**src/rtl/core/assert_macros.svh**
```systemverilog
// Assertion macros used by the top level of the frame difference block.
`ifndef ASSERT_MACROS_SVH
`define ASSERT_MACROS_SVH

// Check a property on every rising clock edge, off while reset is active.
`define FDAT_ASSERT(lbl, prop, msg) \
  lbl: assert property (@(posedge clk_i) disable iff (!rst_ni) (prop)) else $error(msg);

// Check that a condition never holds on any rising clock edge out of reset.
`define FDAT_ASSERT_NEVER(lbl, cond, msg) \
  lbl: assert property (@(posedge clk_i) disable iff (!rst_ni) !(cond)) else $error(msg);

`endif

```
**src/rtl/core/fdat_pkg.sv**
```systemverilog
// Types and constants of the frame difference adaptive threshold block.
`default_nettype none

package fdat_pkg;

  localparam int unsigned DATA_W     = 24;
  localparam int unsigned FRAC_SHIFT = 20;
  localparam int unsigned PROD_W     = 40;

  localparam logic [7:0] THRESH_MIN   = 8'd10;
  localparam logic [7:0] THRESH_MAX   = 8'd254;
  localparam logic [7:0] MASK_ON      = 8'hFF;
  localparam logic [7:0] MASK_OFF     = 8'h00;

  localparam logic [7:0]  RST_INIT_THR  = 8'd24;
  localparam logic [15:0] RST_LOW_BOUND = 16'd3670;
  localparam logic [15:0] RST_HIGH_BOUND = 16'd4928;
  localparam logic [3:0]  RST_PERIOD    = 4'd4;
  localparam logic [23:0] RST_PIXELS    = 24'd307200;
  localparam logic        RST_COLOR     = 1'b1;

  localparam logic [1:0] KIND_PIXEL = 2'd0;
  localparam logic [1:0] KIND_NOISE = 2'd1;
  localparam logic [1:0] KIND_FRAME = 2'd2;

  localparam logic [2:0] REG_INIT_THR   = 3'd0;
  localparam logic [2:0] REG_LOW_BOUND  = 3'd1;
  localparam logic [2:0] REG_HIGH_BOUND = 3'd2;
  localparam logic [2:0] REG_PERIOD     = 3'd3;
  localparam logic [2:0] REG_PIXELS     = 3'd4;
  localparam logic [2:0] REG_COLOR      = 3'd5;

  typedef enum logic [1:0] {
    ALU_CMP,
    ALU_ABSACC,
    ALU_MUL
  } alu_op_e;

  typedef struct packed {
    alu_op_e           op;
    logic [DATA_W-1:0] a;
    logic [DATA_W-1:0] b;
    logic [9:0]        acc;
  } alu_req_t;

  typedef struct packed {
    logic [PROD_W-1:0] res;
    logic              lt;
    logic              eq;
  } alu_rsp_t;

  function automatic logic [7:0] clamp_thr(logic [8:0] t);
    logic [7:0] r;
    if (t < {1'b0, THRESH_MIN}) begin
      r = THRESH_MIN;
    end else if (t > {1'b0, THRESH_MAX}) begin
      r = THRESH_MAX;
    end else begin
      r = t[7:0];
    end
    return r;
  endfunction

endpackage

`default_nettype wire

```
**src/rtl/core/fdat_alu.sv**
```systemverilog
// Shared arithmetic unit: abs-difference accumulate, compare and multiply.
`default_nettype none

module fdat_alu (
  input  fdat_pkg::alu_req_t req_i,
  output fdat_pkg::alu_rsp_t rsp_o
);

  logic [7:0] diff;

  assign diff = (req_i.a[7:0] > req_i.b[7:0]) ? (req_i.a[7:0] - req_i.b[7:0])
                                              : (req_i.b[7:0] - req_i.a[7:0]);

  always_comb begin
    rsp_o.lt = (req_i.a < req_i.b);
    rsp_o.eq = (req_i.a == req_i.b);
    unique case (req_i.op)
      fdat_pkg::ALU_ABSACC: begin
        rsp_o.res = {30'd0, req_i.acc + {2'b00, diff}};
      end
      fdat_pkg::ALU_MUL: begin
        rsp_o.res = {16'd0, req_i.a} * {24'd0, req_i.b[15:0]};
      end
      default: begin
        rsp_o.res = '0;
      end
    endcase
  end

endmodule

`default_nettype wire

```
**src/rtl/core/fdat_store.sv**
```systemverilog
// Noise report store: one write port, two registered read ports.
`default_nettype none

module fdat_store #(
  parameter int unsigned DEPTH = 8,
  parameter int unsigned IW    = 3
) (
  input  wire                                clk_i,
  input  wire                                we_i,
  input  wire  [IW-1:0]                      waddr_i,
  input  wire  [fdat_pkg::DATA_W-1:0]        wdata_i,
  input  wire  [IW-1:0]                      raddr_a_i,
  input  wire  [IW-1:0]                      raddr_b_i,
  output logic [fdat_pkg::DATA_W-1:0]        rdata_a_o,
  output logic [fdat_pkg::DATA_W-1:0]        rdata_b_o
);

  logic [fdat_pkg::DATA_W-1:0] mem [DEPTH];

  always_ff @(posedge clk_i) begin
    if (we_i) begin
      mem[waddr_i] <= wdata_i;
    end
  end

  always_ff @(posedge clk_i) begin
    rdata_a_o <= mem[raddr_a_i];
    rdata_b_o <= mem[raddr_b_i];
  end

endmodule

`default_nettype wire

```
**src/rtl/core/frame_diff_adaptive_threshold_top.sv**
```systemverilog
// Top level of the frame difference motion mask with adaptive threshold.
`default_nettype none

// Motion mask with adaptive threshold. Each input beat carries a kind in
// tuser: a pixel pair, a noise report or a frame start. A pixel pair yields
// one output beat: mask 255 when the absolute channel difference (channel 0
// in gray mode, the sum of three channels in color mode) exceeds the current
// threshold, else 0, together with the threshold applied. Noise reports are
// stored up to MAX_REPORTS; extras are dropped. A frame start, once at least
// calibration_period reports are stored, finds their median, compares
// median/frame_pixels against the two bounds (units of 2^-20), steps the
// threshold by one within 10..254 and empties the store. All arithmetic runs
// on one shared unit (abs-difference accumulate, compare, 16x24 multiply)
// under a sequencer, and the input is not ready while an item is in work.
// For each item: a pixel pair takes one accumulate step per channel plus the
// output load, and waits there if the output beat before it has not been
// taken; a noise report and a frame start without calibration are done on
// the accept; with stored reports, a frame start runs the median search
// that reads two store entries per compare through the store's registered
// read ports.
// The output register lets a new item be accepted while a mask beat waits.
module frame_diff_adaptive_threshold_top #(
  parameter int unsigned MAX_REPORTS = 8
) (
  input  wire         clk_i,
  input  wire         rst_ni,
  // stream input
  input  wire         s_axis_tvalid,
  output logic        s_axis_tready,
  // [7:0] first_ch0, [15:8] first_ch1, [23:16] first_ch2, [31:24] second_ch0,
  // [39:32] second_ch1, [47:40] second_ch2, [71:48] noise_amount
  input  wire  [71:0] s_axis_tdata,
  // [1:0] kind
  input  wire  [1:0]  s_axis_tuser,
  // stream output
  output logic        m_axis_tvalid,
  input  wire         m_axis_tready,
  // [7:0] motion_mask, [15:8] threshold_used
  output logic [15:0] m_axis_tdata,
  // configuration port
  input  wire         psel,
  input  wire         penable,
  input  wire         pwrite,
  input  wire  [4:0]  paddr,
  input  wire  [31:0] pwdata,
  output logic [31:0] prdata,
  output logic        pready
);

  localparam int unsigned IW   = (MAX_REPORTS > 1) ? $clog2(MAX_REPORTS) : 1;
  localparam int unsigned CW   = $clog2(MAX_REPORTS + 1);
  localparam int unsigned CMPW = (CW > 4) ? CW : 4;
  localparam int unsigned SCW  = fdat_pkg::DATA_W + fdat_pkg::FRAC_SHIFT;

  localparam logic [3:0] S_IDLE = 4'd0;
  localparam logic [3:0] S_PIX  = 4'd1;
  localparam logic [3:0] S_OUT  = 4'd2;
  localparam logic [3:0] S_RD   = 4'd3;
  localparam logic [3:0] S_CMP  = 4'd4;
  localparam logic [3:0] S_EVAL = 4'd5;
  localparam logic [3:0] S_MULH = 4'd6;
  localparam logic [3:0] S_CHKH = 4'd7;
  localparam logic [3:0] S_MULL = 4'd8;
  localparam logic [3:0] S_CHKL = 4'd9;

  // ---------------------------------------------------------------------------
  // Configuration registers
  // ---------------------------------------------------------------------------
  logic [7:0]  init_thr_q;
  logic [15:0] low_bound_q;
  logic [15:0] high_bound_q;
  logic [3:0]  period_q;
  logic [23:0] pixels_q;
  logic        color_q;

  logic       cfg_we;
  logic [2:0] cfg_idx;

  assign pready  = 1'b1;
  assign cfg_idx = paddr[4:2];
  assign cfg_we  = psel & penable & pwrite & pready;

  always_ff @(posedge clk_i or negedge rst_ni) begin
    if (!rst_ni) begin
      init_thr_q   <= fdat_pkg::RST_INIT_THR;
      low_bound_q  <= fdat_pkg::RST_LOW_BOUND;
      high_bound_q <= fdat_pkg::RST_HIGH_BOUND;
      period_q     <= fdat_pkg::RST_PERIOD;
      pixels_q     <= fdat_pkg::RST_PIXELS;
      color_q      <= fdat_pkg::RST_COLOR;
    end else if (cfg_we) begin
      unique case (cfg_idx)
        fdat_pkg::REG_INIT_THR:   init_thr_q   <= pwdata[7:0];
        fdat_pkg::REG_LOW_BOUND:  low_bound_q  <= pwdata[15:0];
        fdat_pkg::REG_HIGH_BOUND: high_bound_q <= pwdata[15:0];
        fdat_pkg::REG_PERIOD:     period_q     <= pwdata[3:0];
        fdat_pkg::REG_PIXELS:     pixels_q     <= pwdata[23:0];
        fdat_pkg::REG_COLOR:      color_q      <= pwdata[0];
        default: ;
      endcase
    end
  end

  always_comb begin
    unique case (cfg_idx)
      fdat_pkg::REG_INIT_THR:   prdata = {24'd0, init_thr_q};
      fdat_pkg::REG_LOW_BOUND:  prdata = {16'd0, low_bound_q};
      fdat_pkg::REG_HIGH_BOUND: prdata = {16'd0, high_bound_q};
      fdat_pkg::REG_PERIOD:     prdata = {28'd0, period_q};
      fdat_pkg::REG_PIXELS:     prdata = {8'd0, pixels_q};
      fdat_pkg::REG_COLOR:      prdata = {31'd0, color_q};
      default:                  prdata = '0;
    endcase
  end

  // ---------------------------------------------------------------------------
  // Sequencer state and datapath registers
  // ---------------------------------------------------------------------------
  logic [3:0]  state_q, state_d;
  logic [7:0]  thr_q, thr_d;
  logic [CW-1:0] cnt_q, cnt_d;
  logic [CW-1:0] i_q, i_d;
  logic [CW-1:0] j_q, j_d;
  logic [CW-1:0] nlt_q, nlt_d;
  logic [CW-1:0] nle_q, nle_d;
  logic [1:0]  ch_q, ch_d;
  logic [9:0]  acc_q, acc_d;
  logic [7:0]  pa_q [3];
  logic [7:0]  pb_q [3];
  logic [fdat_pkg::DATA_W-1:0] vi_q, vi_d;
  logic [fdat_pkg::PROD_W-1:0] prod_q, prod_d;
  logic        mvalid_q, mvalid_d;
  logic [7:0]  mask_q, mask_d;
  logic [7:0]  used_q, used_d;

  logic        in_beat;
  logic        out_free;
  logic [1:0]  ch_last;
  logic [3:0]  period_eff;
  logic [23:0] pixels_eff;
  logic        cal_go;
  logic [CW-1:0] cnt_last;
  logic [CW-1:0] med_k;
  logic        med_found;
  logic [SCW-1:0] scaled;
  logic [SCW-1:0] prod_ext;

  logic        st_we;
  logic [fdat_pkg::DATA_W-1:0] rd_a, rd_b;

  fdat_pkg::alu_req_t alu_req;
  fdat_pkg::alu_rsp_t alu_rsp;

  assign s_axis_tready = (state_q == S_IDLE);
  assign in_beat       = s_axis_tvalid & s_axis_tready;
  assign out_free      = !mvalid_q || m_axis_tready;
  assign ch_last       = color_q ? 2'd2 : 2'd0;
  assign period_eff    = (period_q == 4'd0) ? 4'd1 : period_q;
  assign pixels_eff    = (pixels_q == 24'd0) ? 24'd1 : pixels_q;
  // Calibrate only with enough reports and a non-empty store.
  assign cal_go        = (CMPW'(cnt_q) >= CMPW'(period_eff)) && (cnt_q != '0);
  assign cnt_last      = cnt_q - CW'(1);
  assign med_k         = cnt_q >> 1;
  // Candidate sits at rank k when fewer than k+1 entries are below it and
  // more than k entries are at or below it.
  assign med_found     = (nlt_q <= med_k) && (med_k < nle_q);
  assign scaled        = {vi_q, {fdat_pkg::FRAC_SHIFT{1'b0}}};
  assign prod_ext      = {{(SCW - fdat_pkg::PROD_W){1'b0}}, prod_q};

  // Store a noise report on its beat while there is room, else drop it.
  assign st_we = in_beat && (s_axis_tuser == fdat_pkg::KIND_NOISE) &&
                 (cnt_q < CW'(MAX_REPORTS));

  fdat_store #(
    .DEPTH (MAX_REPORTS),
    .IW    (IW)
  ) u_store (
    .clk_i     (clk_i),
    .we_i      (st_we),
    .waddr_i   (cnt_q[IW-1:0]),
    .wdata_i   (s_axis_tdata[71:48]),
    .raddr_a_i (i_q[IW-1:0]),
    .raddr_b_i (j_q[IW-1:0]),
    .rdata_a_o (rd_a),
    .rdata_b_o (rd_b)
  );

  fdat_alu u_alu (
    .req_i (alu_req),
    .rsp_o (alu_rsp)
  );

  always_comb begin
    state_d  = state_q;
    thr_d    = thr_q;
    cnt_d    = cnt_q;
    i_d      = i_q;
    j_d      = j_q;
    nlt_d    = nlt_q;
    nle_d    = nle_q;
    ch_d     = ch_q;
    acc_d    = acc_q;
    vi_d     = vi_q;
    prod_d   = prod_q;
    mvalid_d = mvalid_q;
    mask_d   = mask_q;
    used_d   = used_q;

    alu_req.op  = fdat_pkg::ALU_CMP;
    alu_req.a   = rd_b;
    alu_req.b   = rd_a;
    alu_req.acc = acc_q;

    // Drop the output beat once taken.
    if (mvalid_q && m_axis_tready) begin
      mvalid_d = 1'b0;
    end

    unique case (state_q)
      S_IDLE: begin
        if (in_beat) begin
          case (s_axis_tuser)
            fdat_pkg::KIND_PIXEL: begin
              ch_d    = 2'd0;
              acc_d   = '0;
              state_d = S_PIX;
            end
            fdat_pkg::KIND_NOISE: begin
              if (st_we) begin
                cnt_d = cnt_q + CW'(1);
              end
            end
            fdat_pkg::KIND_FRAME: begin
              if (cal_go) begin
                i_d     = '0;
                j_d     = '0;
                nlt_d   = '0;
                nle_d   = '0;
                state_d = S_RD;
              end
            end
            default: ;
          endcase
        end
      end

      S_PIX: begin
        // Accumulate one channel difference a cycle.
        alu_req.op  = fdat_pkg::ALU_ABSACC;
        alu_req.a   = {16'd0, pa_q[ch_q]};
        alu_req.b   = {16'd0, pb_q[ch_q]};
        acc_d       = alu_rsp.res[9:0];
        ch_d        = ch_q + 2'd1;
        if (ch_q == ch_last) begin
          state_d = S_OUT;
        end
      end

      S_OUT: begin
        // Hold until the output register is free.
        if (out_free) begin
          mvalid_d = 1'b1;
          mask_d   = (acc_q > {2'b00, thr_q}) ? fdat_pkg::MASK_ON : fdat_pkg::MASK_OFF;
          used_d   = thr_q;
          state_d  = S_IDLE;
        end
      end

      S_RD: begin
        state_d = S_CMP;
      end

      S_CMP: begin
        vi_d = rd_a;
        if (alu_rsp.lt) begin
          nlt_d = nlt_q + CW'(1);
        end
        if (alu_rsp.lt || alu_rsp.eq) begin
          nle_d = nle_q + CW'(1);
        end
        if (j_q == cnt_last) begin
          state_d = S_EVAL;
        end else begin
          j_d     = j_q + CW'(1);
          state_d = S_RD;
        end
      end

      S_EVAL: begin
        if (med_found) begin
          state_d = S_MULH;
        end else begin
          // Advance to the next candidate.
          i_d     = i_q + CW'(1);
          j_d     = '0;
          nlt_d   = '0;
          nle_d   = '0;
          state_d = S_RD;
        end
      end

      S_MULH: begin
        alu_req.op = fdat_pkg::ALU_MUL;
        alu_req.a  = pixels_eff;
        alu_req.b  = {8'd0, high_bound_q};
        prod_d     = alu_rsp.res;
        state_d    = S_CHKH;
      end

      S_CHKH: begin
        if (scaled > prod_ext) begin
          thr_d = fdat_pkg::clamp_thr({1'b0, thr_q} + 9'd1);
        end
        state_d = S_MULL;
      end

      S_MULL: begin
        alu_req.op = fdat_pkg::ALU_MUL;
        alu_req.a  = pixels_eff;
        alu_req.b  = {8'd0, low_bound_q};
        prod_d     = alu_rsp.res;
        state_d    = S_CHKL;
      end

      S_CHKL: begin
        if (scaled < prod_ext) begin
          thr_d = fdat_pkg::clamp_thr({1'b0, thr_q} - 9'd1);
        end
        cnt_d   = '0;
        state_d = S_IDLE;
      end

      default: begin
        state_d = S_IDLE;
      end
    endcase

    // A write of the initial threshold reloads the working threshold.
    if (cfg_we && (cfg_idx == fdat_pkg::REG_INIT_THR)) begin
      thr_d = fdat_pkg::clamp_thr({1'b0, pwdata[7:0]});
    end
  end

  always_ff @(posedge clk_i or negedge rst_ni) begin
    if (!rst_ni) begin
      state_q  <= S_IDLE;
      thr_q    <= fdat_pkg::clamp_thr({1'b0, fdat_pkg::RST_INIT_THR});
      cnt_q    <= '0;
      i_q      <= '0;
      j_q      <= '0;
      nlt_q    <= '0;
      nle_q    <= '0;
      ch_q     <= '0;
      mvalid_q <= 1'b0;
    end else begin
      state_q  <= state_d;
      thr_q    <= thr_d;
      cnt_q    <= cnt_d;
      i_q      <= i_d;
      j_q      <= j_d;
      nlt_q    <= nlt_d;
      nle_q    <= nle_d;
      ch_q     <= ch_d;
      mvalid_q <= mvalid_d;
    end
  end

  // Payload registers, no reset.
  always_ff @(posedge clk_i) begin
    acc_q  <= acc_d;
    vi_q   <= vi_d;
    prod_q <= prod_d;
    mask_q <= mask_d;
    used_q <= used_d;
    if (in_beat && (s_axis_tuser == fdat_pkg::KIND_PIXEL)) begin
      pa_q[0] <= s_axis_tdata[7:0];
      pa_q[1] <= s_axis_tdata[15:8];
      pa_q[2] <= s_axis_tdata[23:16];
      pb_q[0] <= s_axis_tdata[31:24];
      pb_q[1] <= s_axis_tdata[39:32];
      pb_q[2] <= s_axis_tdata[47:40];
    end
  end

  assign m_axis_tvalid = mvalid_q;
  assign m_axis_tdata  = {used_q, mask_q};

  // ---------------------------------------------------------------------------
  // Assertions
  // ---------------------------------------------------------------------------
`include "assert_macros.svh"

  `FDAT_ASSERT(a_thr_range, m_axis_tvalid |-> (m_axis_tdata[15:8] >= fdat_pkg::THRESH_MIN && m_axis_tdata[15:8] <= fdat_pkg::THRESH_MAX), "threshold out of range")
  `FDAT_ASSERT(a_mask_code, m_axis_tvalid |-> (m_axis_tdata[7:0] == fdat_pkg::MASK_ON || m_axis_tdata[7:0] == fdat_pkg::MASK_OFF), "bad mask value")
  `FDAT_ASSERT(a_median_found, (state_q == S_EVAL && i_q == cnt_last) |-> med_found, "median search ran past the last candidate")
  `FDAT_ASSERT(a_store_cleared, (state_q == S_CHKL) |=> (cnt_q == '0), "store not emptied after calibration")
  `FDAT_ASSERT_NEVER(a_cnt_bound, cnt_q > CW'(MAX_REPORTS), "report count above capacity")

endmodule

`default_nettype wire
```
**config.mk**
```make
export PLATFORM = sky130hd
export DESIGN_NAME = frame_diff_adaptive_threshold_top
export DESIGN_NICKNAME = d
export VERILOG_FILES = /design/src/rtl/core/fdat_pkg.sv /design/src/rtl/core/fdat_alu.sv /design/src/rtl/core/fdat_store.sv /design/src/rtl/core/frame_diff_adaptive_threshold_top.sv
export VERILOG_INCLUDE_DIRS = /design/src /design/src/rtl/core
export SDC_FILE = /design/constraint.sdc
export NUM_CORES = 2
export LEC_CHECK = 0
export BUFFER_PORTS_ARGS = -buffer_cell sky130_fd_sc_hd__buf_2
export CAP_MARGIN = 20
export CORE_UTILIZATION = 35
export CTS_BUF_LIST = sky130_fd_sc_hd__clkbuf_8 sky130_fd_sc_hd__clkbuf_16
export DETAILED_ROUTE_END_ITERATION = 16
export GPL_TIMING_DRIVEN = 0
export SLEW_MARGIN = 20
export SYNTH_ARGS = -nofsm -noshare
export SYNTH_HDL_FRONTEND = slang
export SYNTH_SLANG_ARGS = --single-unit
```
**constraint.sdc**
```tcl
create_clock -name clk_i -period 11.1 [get_ports clk_i]
set_input_delay 2.22 -clock clk_i [delete_from_list [all_inputs] [get_ports clk_i]]
set_output_delay 2.22 -clock clk_i [all_outputs]
set_load 0.02 [all_outputs]
```
### Word level (Yosys, flattened, before mapping)

Memories as Yosys holds them, arrays and structs flattened. A register that Yosys moved wholly into a read port is not among the register bits.
Cells that the tools add are included.

* bits in registers: 194
* memory bits (writable): 240
* input bits: 118
* output and inout bits: 51
* logic and storage cells: 183
* memories: 3

Memory list
* u_store.mem: depth 8, width 24, read ports 2, clocked after Yosys merged registers in 2, write ports 1, RTL line fdat_store.sv:18 `logic [fdat_pkg::DATA_W-1:0] mem [DEPTH];`
* pa_q: depth 3, width 8, read ports 1, clocked after Yosys merged registers in 0, write ports 3, RTL line frame_diff_adaptive_threshold_top.sv:128 `logic [7:0] pa_q [3];`
* pb_q: depth 3, width 8, read ports 1, clocked after Yosys merged registers in 0, write ports 3, RTL line frame_diff_adaptive_threshold_top.sv:129 `logic [7:0] pb_q [3];`

* $add $sub $neg: 12
* multipliers: 1
* magnitude comparators: 15
* eq/ne operators: 37
* muxes and demuxes: 55
* bitwise operators: 3
* reductions and logical operators: 37

Operators by type and width (count)
* $pmux W50 S3: 1
* $pmux W24 S6: 1
* $mux W8: 11
* $pmux W40 S2: 1
* $mux W4: 16
* $gt A44 B40 Y1: 1
* $lt A44 B40 Y1: 1
* $mul A24 B16 Y40: 1
* $pmux W4 S3: 3
* $pmux W4 S9: 1
* $eq A24 B24 Y1: 1
* $logic_not A24 Y1: 1
* $lt A24 B24 Y1: 1
* $mux W24: 1
* $pmux W4 S2: 3
* $add A4 B1 Y4 const B: 5
* $mux W10: 2
* $pmux W10 S2: 1
* $gt A9 B8 Y1 const B: 2
* $lt A9 B4 Y1 const B: 2
* $reduce_and A6 Y1: 3
* $eq A4 B3 Y1 const B: 4
* $pmux W8 S2: 1
* $sub A8 B8 Y8: 2
* other kinds (46): 94

### Depth between registers and ports, before layout

* word-level depth: 8
* gate-level depth with buffers: 34
* depth with buffers taken out: 30

### Modules after synthesis

From an unflattened synthesis, not the netlist that was laid out.

* cell total of the unflattened synthesis: 3239
* area, all modules: 36005.8 µm²

Modules (own cells, without submodules)
* fdat_alu: instances 1, cells each 1725, area each 14128.6 µm²
* frame_diff_adaptive_threshold_top: instances 1, cells each 1091, area each 12066.6 µm²
* fdat_store: instances 1, cells each 423, area each 9810.7 µm²

### Least setup slack after synthesis

No wires, ideal clock.

* path type: register -> register
* from: reg state_q[0]
* to: reg prod_q[39] (netlist name) (data pin)
* setup time: 0.271 ns
* arrival time: 7.934 ns
* slack: 2.895 ns
* cell stages (with the launch flop): 32
* clock period less this slack: 8.205 ns
* path through: dfrtp_1 -> buf_2 -> nand2b_1 -> nor3_1 -> inv_1 -> clkbuf_1 -> ha_1 -> clkbuf_1 -> clkbuf_1 -> mux2_2 -> clkbuf_1 -> nand2_1 -> fa_1 -> inv_1 -> fa_1 -> inv_1 -> fa_1 -> inv_1 -> fa_1 -> fa_1 -> inv_1 -> fa_1 -> inv_1 -> ha_1 -> a21oi_1 -> o21ai_0 -> a31o_2 -> a221o_1 -> a31oi_1 -> o21ai_0 -> a211oi_1 -> o21ai_0

RTL lines
* start: declaration: RTL line frame_diff_adaptive_threshold_top.sv:119 `logic [3:0] state_q, state_d;`
* start signal: assignment: RTL line frame_diff_adaptive_threshold_top.sv:356 `state_q <= state_d;`
* end signal: assignment: RTL line frame_diff_adaptive_threshold_top.sv:372 `prod_q <= prod_d;`
* end: declaration: RTL line frame_diff_adaptive_threshold_top.sv:131 `logic [fdat_pkg::PROD_W-1:0] prod_q, prod_d;`

==> results.txt <==
Final Util -> 39.9%
Yosys top cell by area -> edfxtp_1
initial antenna violation count -> 11
Slowest cell on crit path -> o21ai_1
Routed WL -> 105 mm
Placed Area -> 0.0383 mm²
Most Crowded Layer GR -> met2
cells after synthesis -> 3218
clock skew -> 0.0226 ns
Critical Path AT -> 10.96 ns
final worst path period share -> 96.0%
Slew HR -> 27.6%
Initial Utilization -> 35.4%
type of the worst setup path -> flop to flop
Yosys reg bits -> 474
syn_area_per_cell -> 11.0 µm²
Post-Place Worst Slack -> -0.0332 ns
hold path depth -> 0
final hold violation count -> 0
synth top area cells -> edfxtp_1 (27%), fa_1 (17%), ha_1 (7.6%)
Hold Path End -> vi_q[10]$_DFFE_PP_
chip width -> 320 µm
first-pass GRT wire length -> 159 mm
die height -> 320 µm
GR met3 Demand/Resource -> 3.10%
Main synth FF type -> edfxtp_1
HPWL Detailed -> 82.1 mm
clk slew on worst S/H paths -> 0.06 ns
Slew @ Worst Pin -> 1.08 ns
final instance area -> 0.0400 mm²
Sink Count -> 474
Highest Clock Rate -> 0.0938 GHz
CTS tree -> built
HP Class -> flop to flop
r2r endpoint -> prod_q[39]$_DFFE_PP_
GRT met2 Usage -> 33.8%
CP max FO -> 11
flop-to-flop setup slack -> 0.44 ns
post-DR wirelength/cell -> 21.6 µm
Worst R2R Path Depth -> 31
top cell type's share of synthesized area -> 27.3%
Ports -> 169
Largest stage delay, worst path -> 0.85 ns
delay-heaviest family, CP -> adder cells
Period minus WS final -> 10.66 ns
largest net degree at the start of global routing -> 53
ys async rst share -> 21.7%
Max clock buf depth -> 3
max cap viols -> 0
crit path buf inv count -> 11
Total GRT Usage -> 20.5%
Clock Latency Late Sink -> 0.60 ns
# H-tree levels -> 2
count of flip-flops with a built-in enable after synthesis -> 323
Final Slew Violations -> 0
first drt pass iteration count -> 5
Post-route DRC -> 0
DRT antenna net count -> 0
FP Rows -> 116
Die Area -> 0.103 mm²
number of global-route vias before repair -> 25800
Yosys warning count -> 0
Min Hold Slack -> 0.429 ns
Netlist cell types -> 85
Inserted Clock Buffers -> 50
CTS Root Cell -> clkbuf_16
Setup WS post-layout -> 0.442 ns
cts hold-fix bufs -> 0
r2r startpoint -> state_q[0]$_DFFE_PN0P_
GPL Wtd Cong -> 0.918
CP Launch Type -> flop
RSZ-0062 raised after global routing -> no
port bufs -> 146
Layout area overhead -> 12.9%
Vias -> 25400
Data required, critical path -> 11.41 ns
met1 Track Usage GR -> 27.7%
Stages on worst setup path -> 31
Nets -> 4085
Seq/Total Area, Yosys -> 37.4%
min-delay src -> u_store.rdata_a_o[10]$_DFF_P_
Via density -> 5.23
layout cells sized above 1 -> 17.2%
total global routing overflow -> 0
number of DRC markers in iteration 0 -> 2319
final setup vio count -> 0
core area -> 0.100 mm²
Critical Path End Type -> flop
synthesized area -> 0.0355 mm²
outcome -> finished clean
-- layout by cell type (no fill, tap or decap), types with 19 or more instances in the layout --
master	synthesis	final
a21o_1	28	28
a21oi_1	92	92
a22oi_1	27	27
and2_1	48	48
and3_1	19	19
buf_2	29	174
buf_4	18	28
clkbuf_1	88	84
clkbuf_16	0	51
dfrtp_1	82	82
dfstp_2	21	21
dfxtp_1	48	48
edfxtp_1	323	323
fa_1	309	309
ha_1	215	215
inv_1	471	480
mux2_2	126	126
mux2i_1	38	36
mux4_2	96	96
nand2_1	412	412
nand3_1	37	37
nand4_1	22	22
nor2_1	208	202
nor2b_1	20	20
nor3_1	35	31
nor4_1	25	22
o21ai_0	98	98
xnor2_1	32	32
-- per-layer routing --
metal / up-vias / share of wire (%)
li1: 11300 / -
met1: 12900 / 42
met2: 941 / 47
met3: 188 / 7.1
met4: 6 / 3.5
met5: - / 0.035
-- repair_timing --
action,CTS,global route
endpoints found under the hold margin,0,0
setup endpoints to repair,2,10
setup buffers,0,0
resized for setup,1,16
-- through the flow --
stage / setup TNS (ns) / cells
3_3_place_gp: 0 / 4728
6_report: 0 / 4849
3_5_place_dp: -0.0332 / 4749
2_1_floorplan: 0 / 3225
4_1_cts: 0 / 4842
5_1_grt: 0 / 4844
-- cells in the mapped netlist, types with 20 or more instances --
library cell and n:
ha_1 215, nor2_1 208, mux2_2 126, clkbuf_1 88, nor4_1 25, dfstp_2 21, xnor2_1 32, a21oi_1 92
nand2_1 412, and2_1 48, nand4_1 22, mux4_2 96, a21o_1 28, nor3_1 35, nor2b_1 20, dfrtp_1 82
edfxtp_1 323, buf_2 29, inv_1 471, nand3_1 37, a22oi_1 27, fa_1 309, o21ai_0 98, dfxtp_1 48
mux2i_1 38
-- cell families after synthesis --
family | count (synthesis) | synth area share, %
AOI/OAI and AO/OA | 399 | 7.21
other | 2 | 0.0212
and+or+nand+nor | 867 | 10.8
DFF | 474 | 37.4
xor gates and xnor gates | 50 | 1.23
muxes | 260 | 11.2
buffers and inverters | 642 | 7.11
adders and majority gates | 524 | 25.0
-- flip-flops by register name, indices dropped and copies added, names as in the netlist, 8 cells and up --
| signal | flops |
|---|---|
| acc_q | 10 |
| used_q | 8 |
| init_thr_q | 8 |
| pa_q | 24 |
| u_store.rdata_b_o | 24 |
| pixels_q | 24 |
| high_bound_q | 16 |
| vi_q | 24 |
| thr_q | 8 |
| low_bound_q | 16 |
| pb_q | 24 |
| u_store.mem | 192 |
| u_store.rdata_a_o | 24 |
| prod_q | 40 |
-- worst register-to-register path, delay by kind of cell, from the launching register on --
kind / cells / cell delay [ns]
DFF: 1 / 0.36
and+or+nand+nor: 3 / 0.85
AOI/OAI and AO/OA: 9 / 3.15
buffers and inverters: 11 / 2.43
adders and majority gates: 8 / 3.58
-- final cells by class --
type / count / area (µm²)
Antenna cell: 8 / 20.0
Inverter: 489 / 1840
Multi-Input combinational cell: 2109 / 19900
Timing Repair Buffer: 168 / 1060
Sequential cell: 474 / 13300
Clock inverter: 37 / 280
Clock buffer: 56 / 1350
Fill cell: 9710 / 60200
Buffer: 151 / 691
Tap cell: 1357 / 1700
-- worst max path at each step --
| stage | startpoint | endpoint | slack (ns) |
|---|---|---|---|
| 3_3_place_gp | state_q[0]$_DFFE_PN0P_ | prod_q[39]$_DFFE_PP_ | 0.05 |
| 3_5_place_dp | state_q[0]$_DFFE_PN0P_ | prod_q[39]$_DFFE_PP_ | -0.03 |
| 2_1_floorplan | state_q[0]$_DFFE_PN0P_ | prod_q[39]$_DFFE_PP_ | 2.89 |
| 6_report | state_q[0]$_DFFE_PN0P_ | prod_q[39]$_DFFE_PP_ | 0.44 |
| 4_1_cts | state_q[0]$_DFFE_PN0P_ | prod_q[39]$_DFFE_PP_ | 0.31 |
| 5_1_grt | state_q[0]$_DFFE_PN0P_ | prod_q[39]$_DFFE_PP_ | 0.004 |
Power is not shown: default switching activity piles up to over one toggle a cycle in this logic, so the estimate is an artifact.
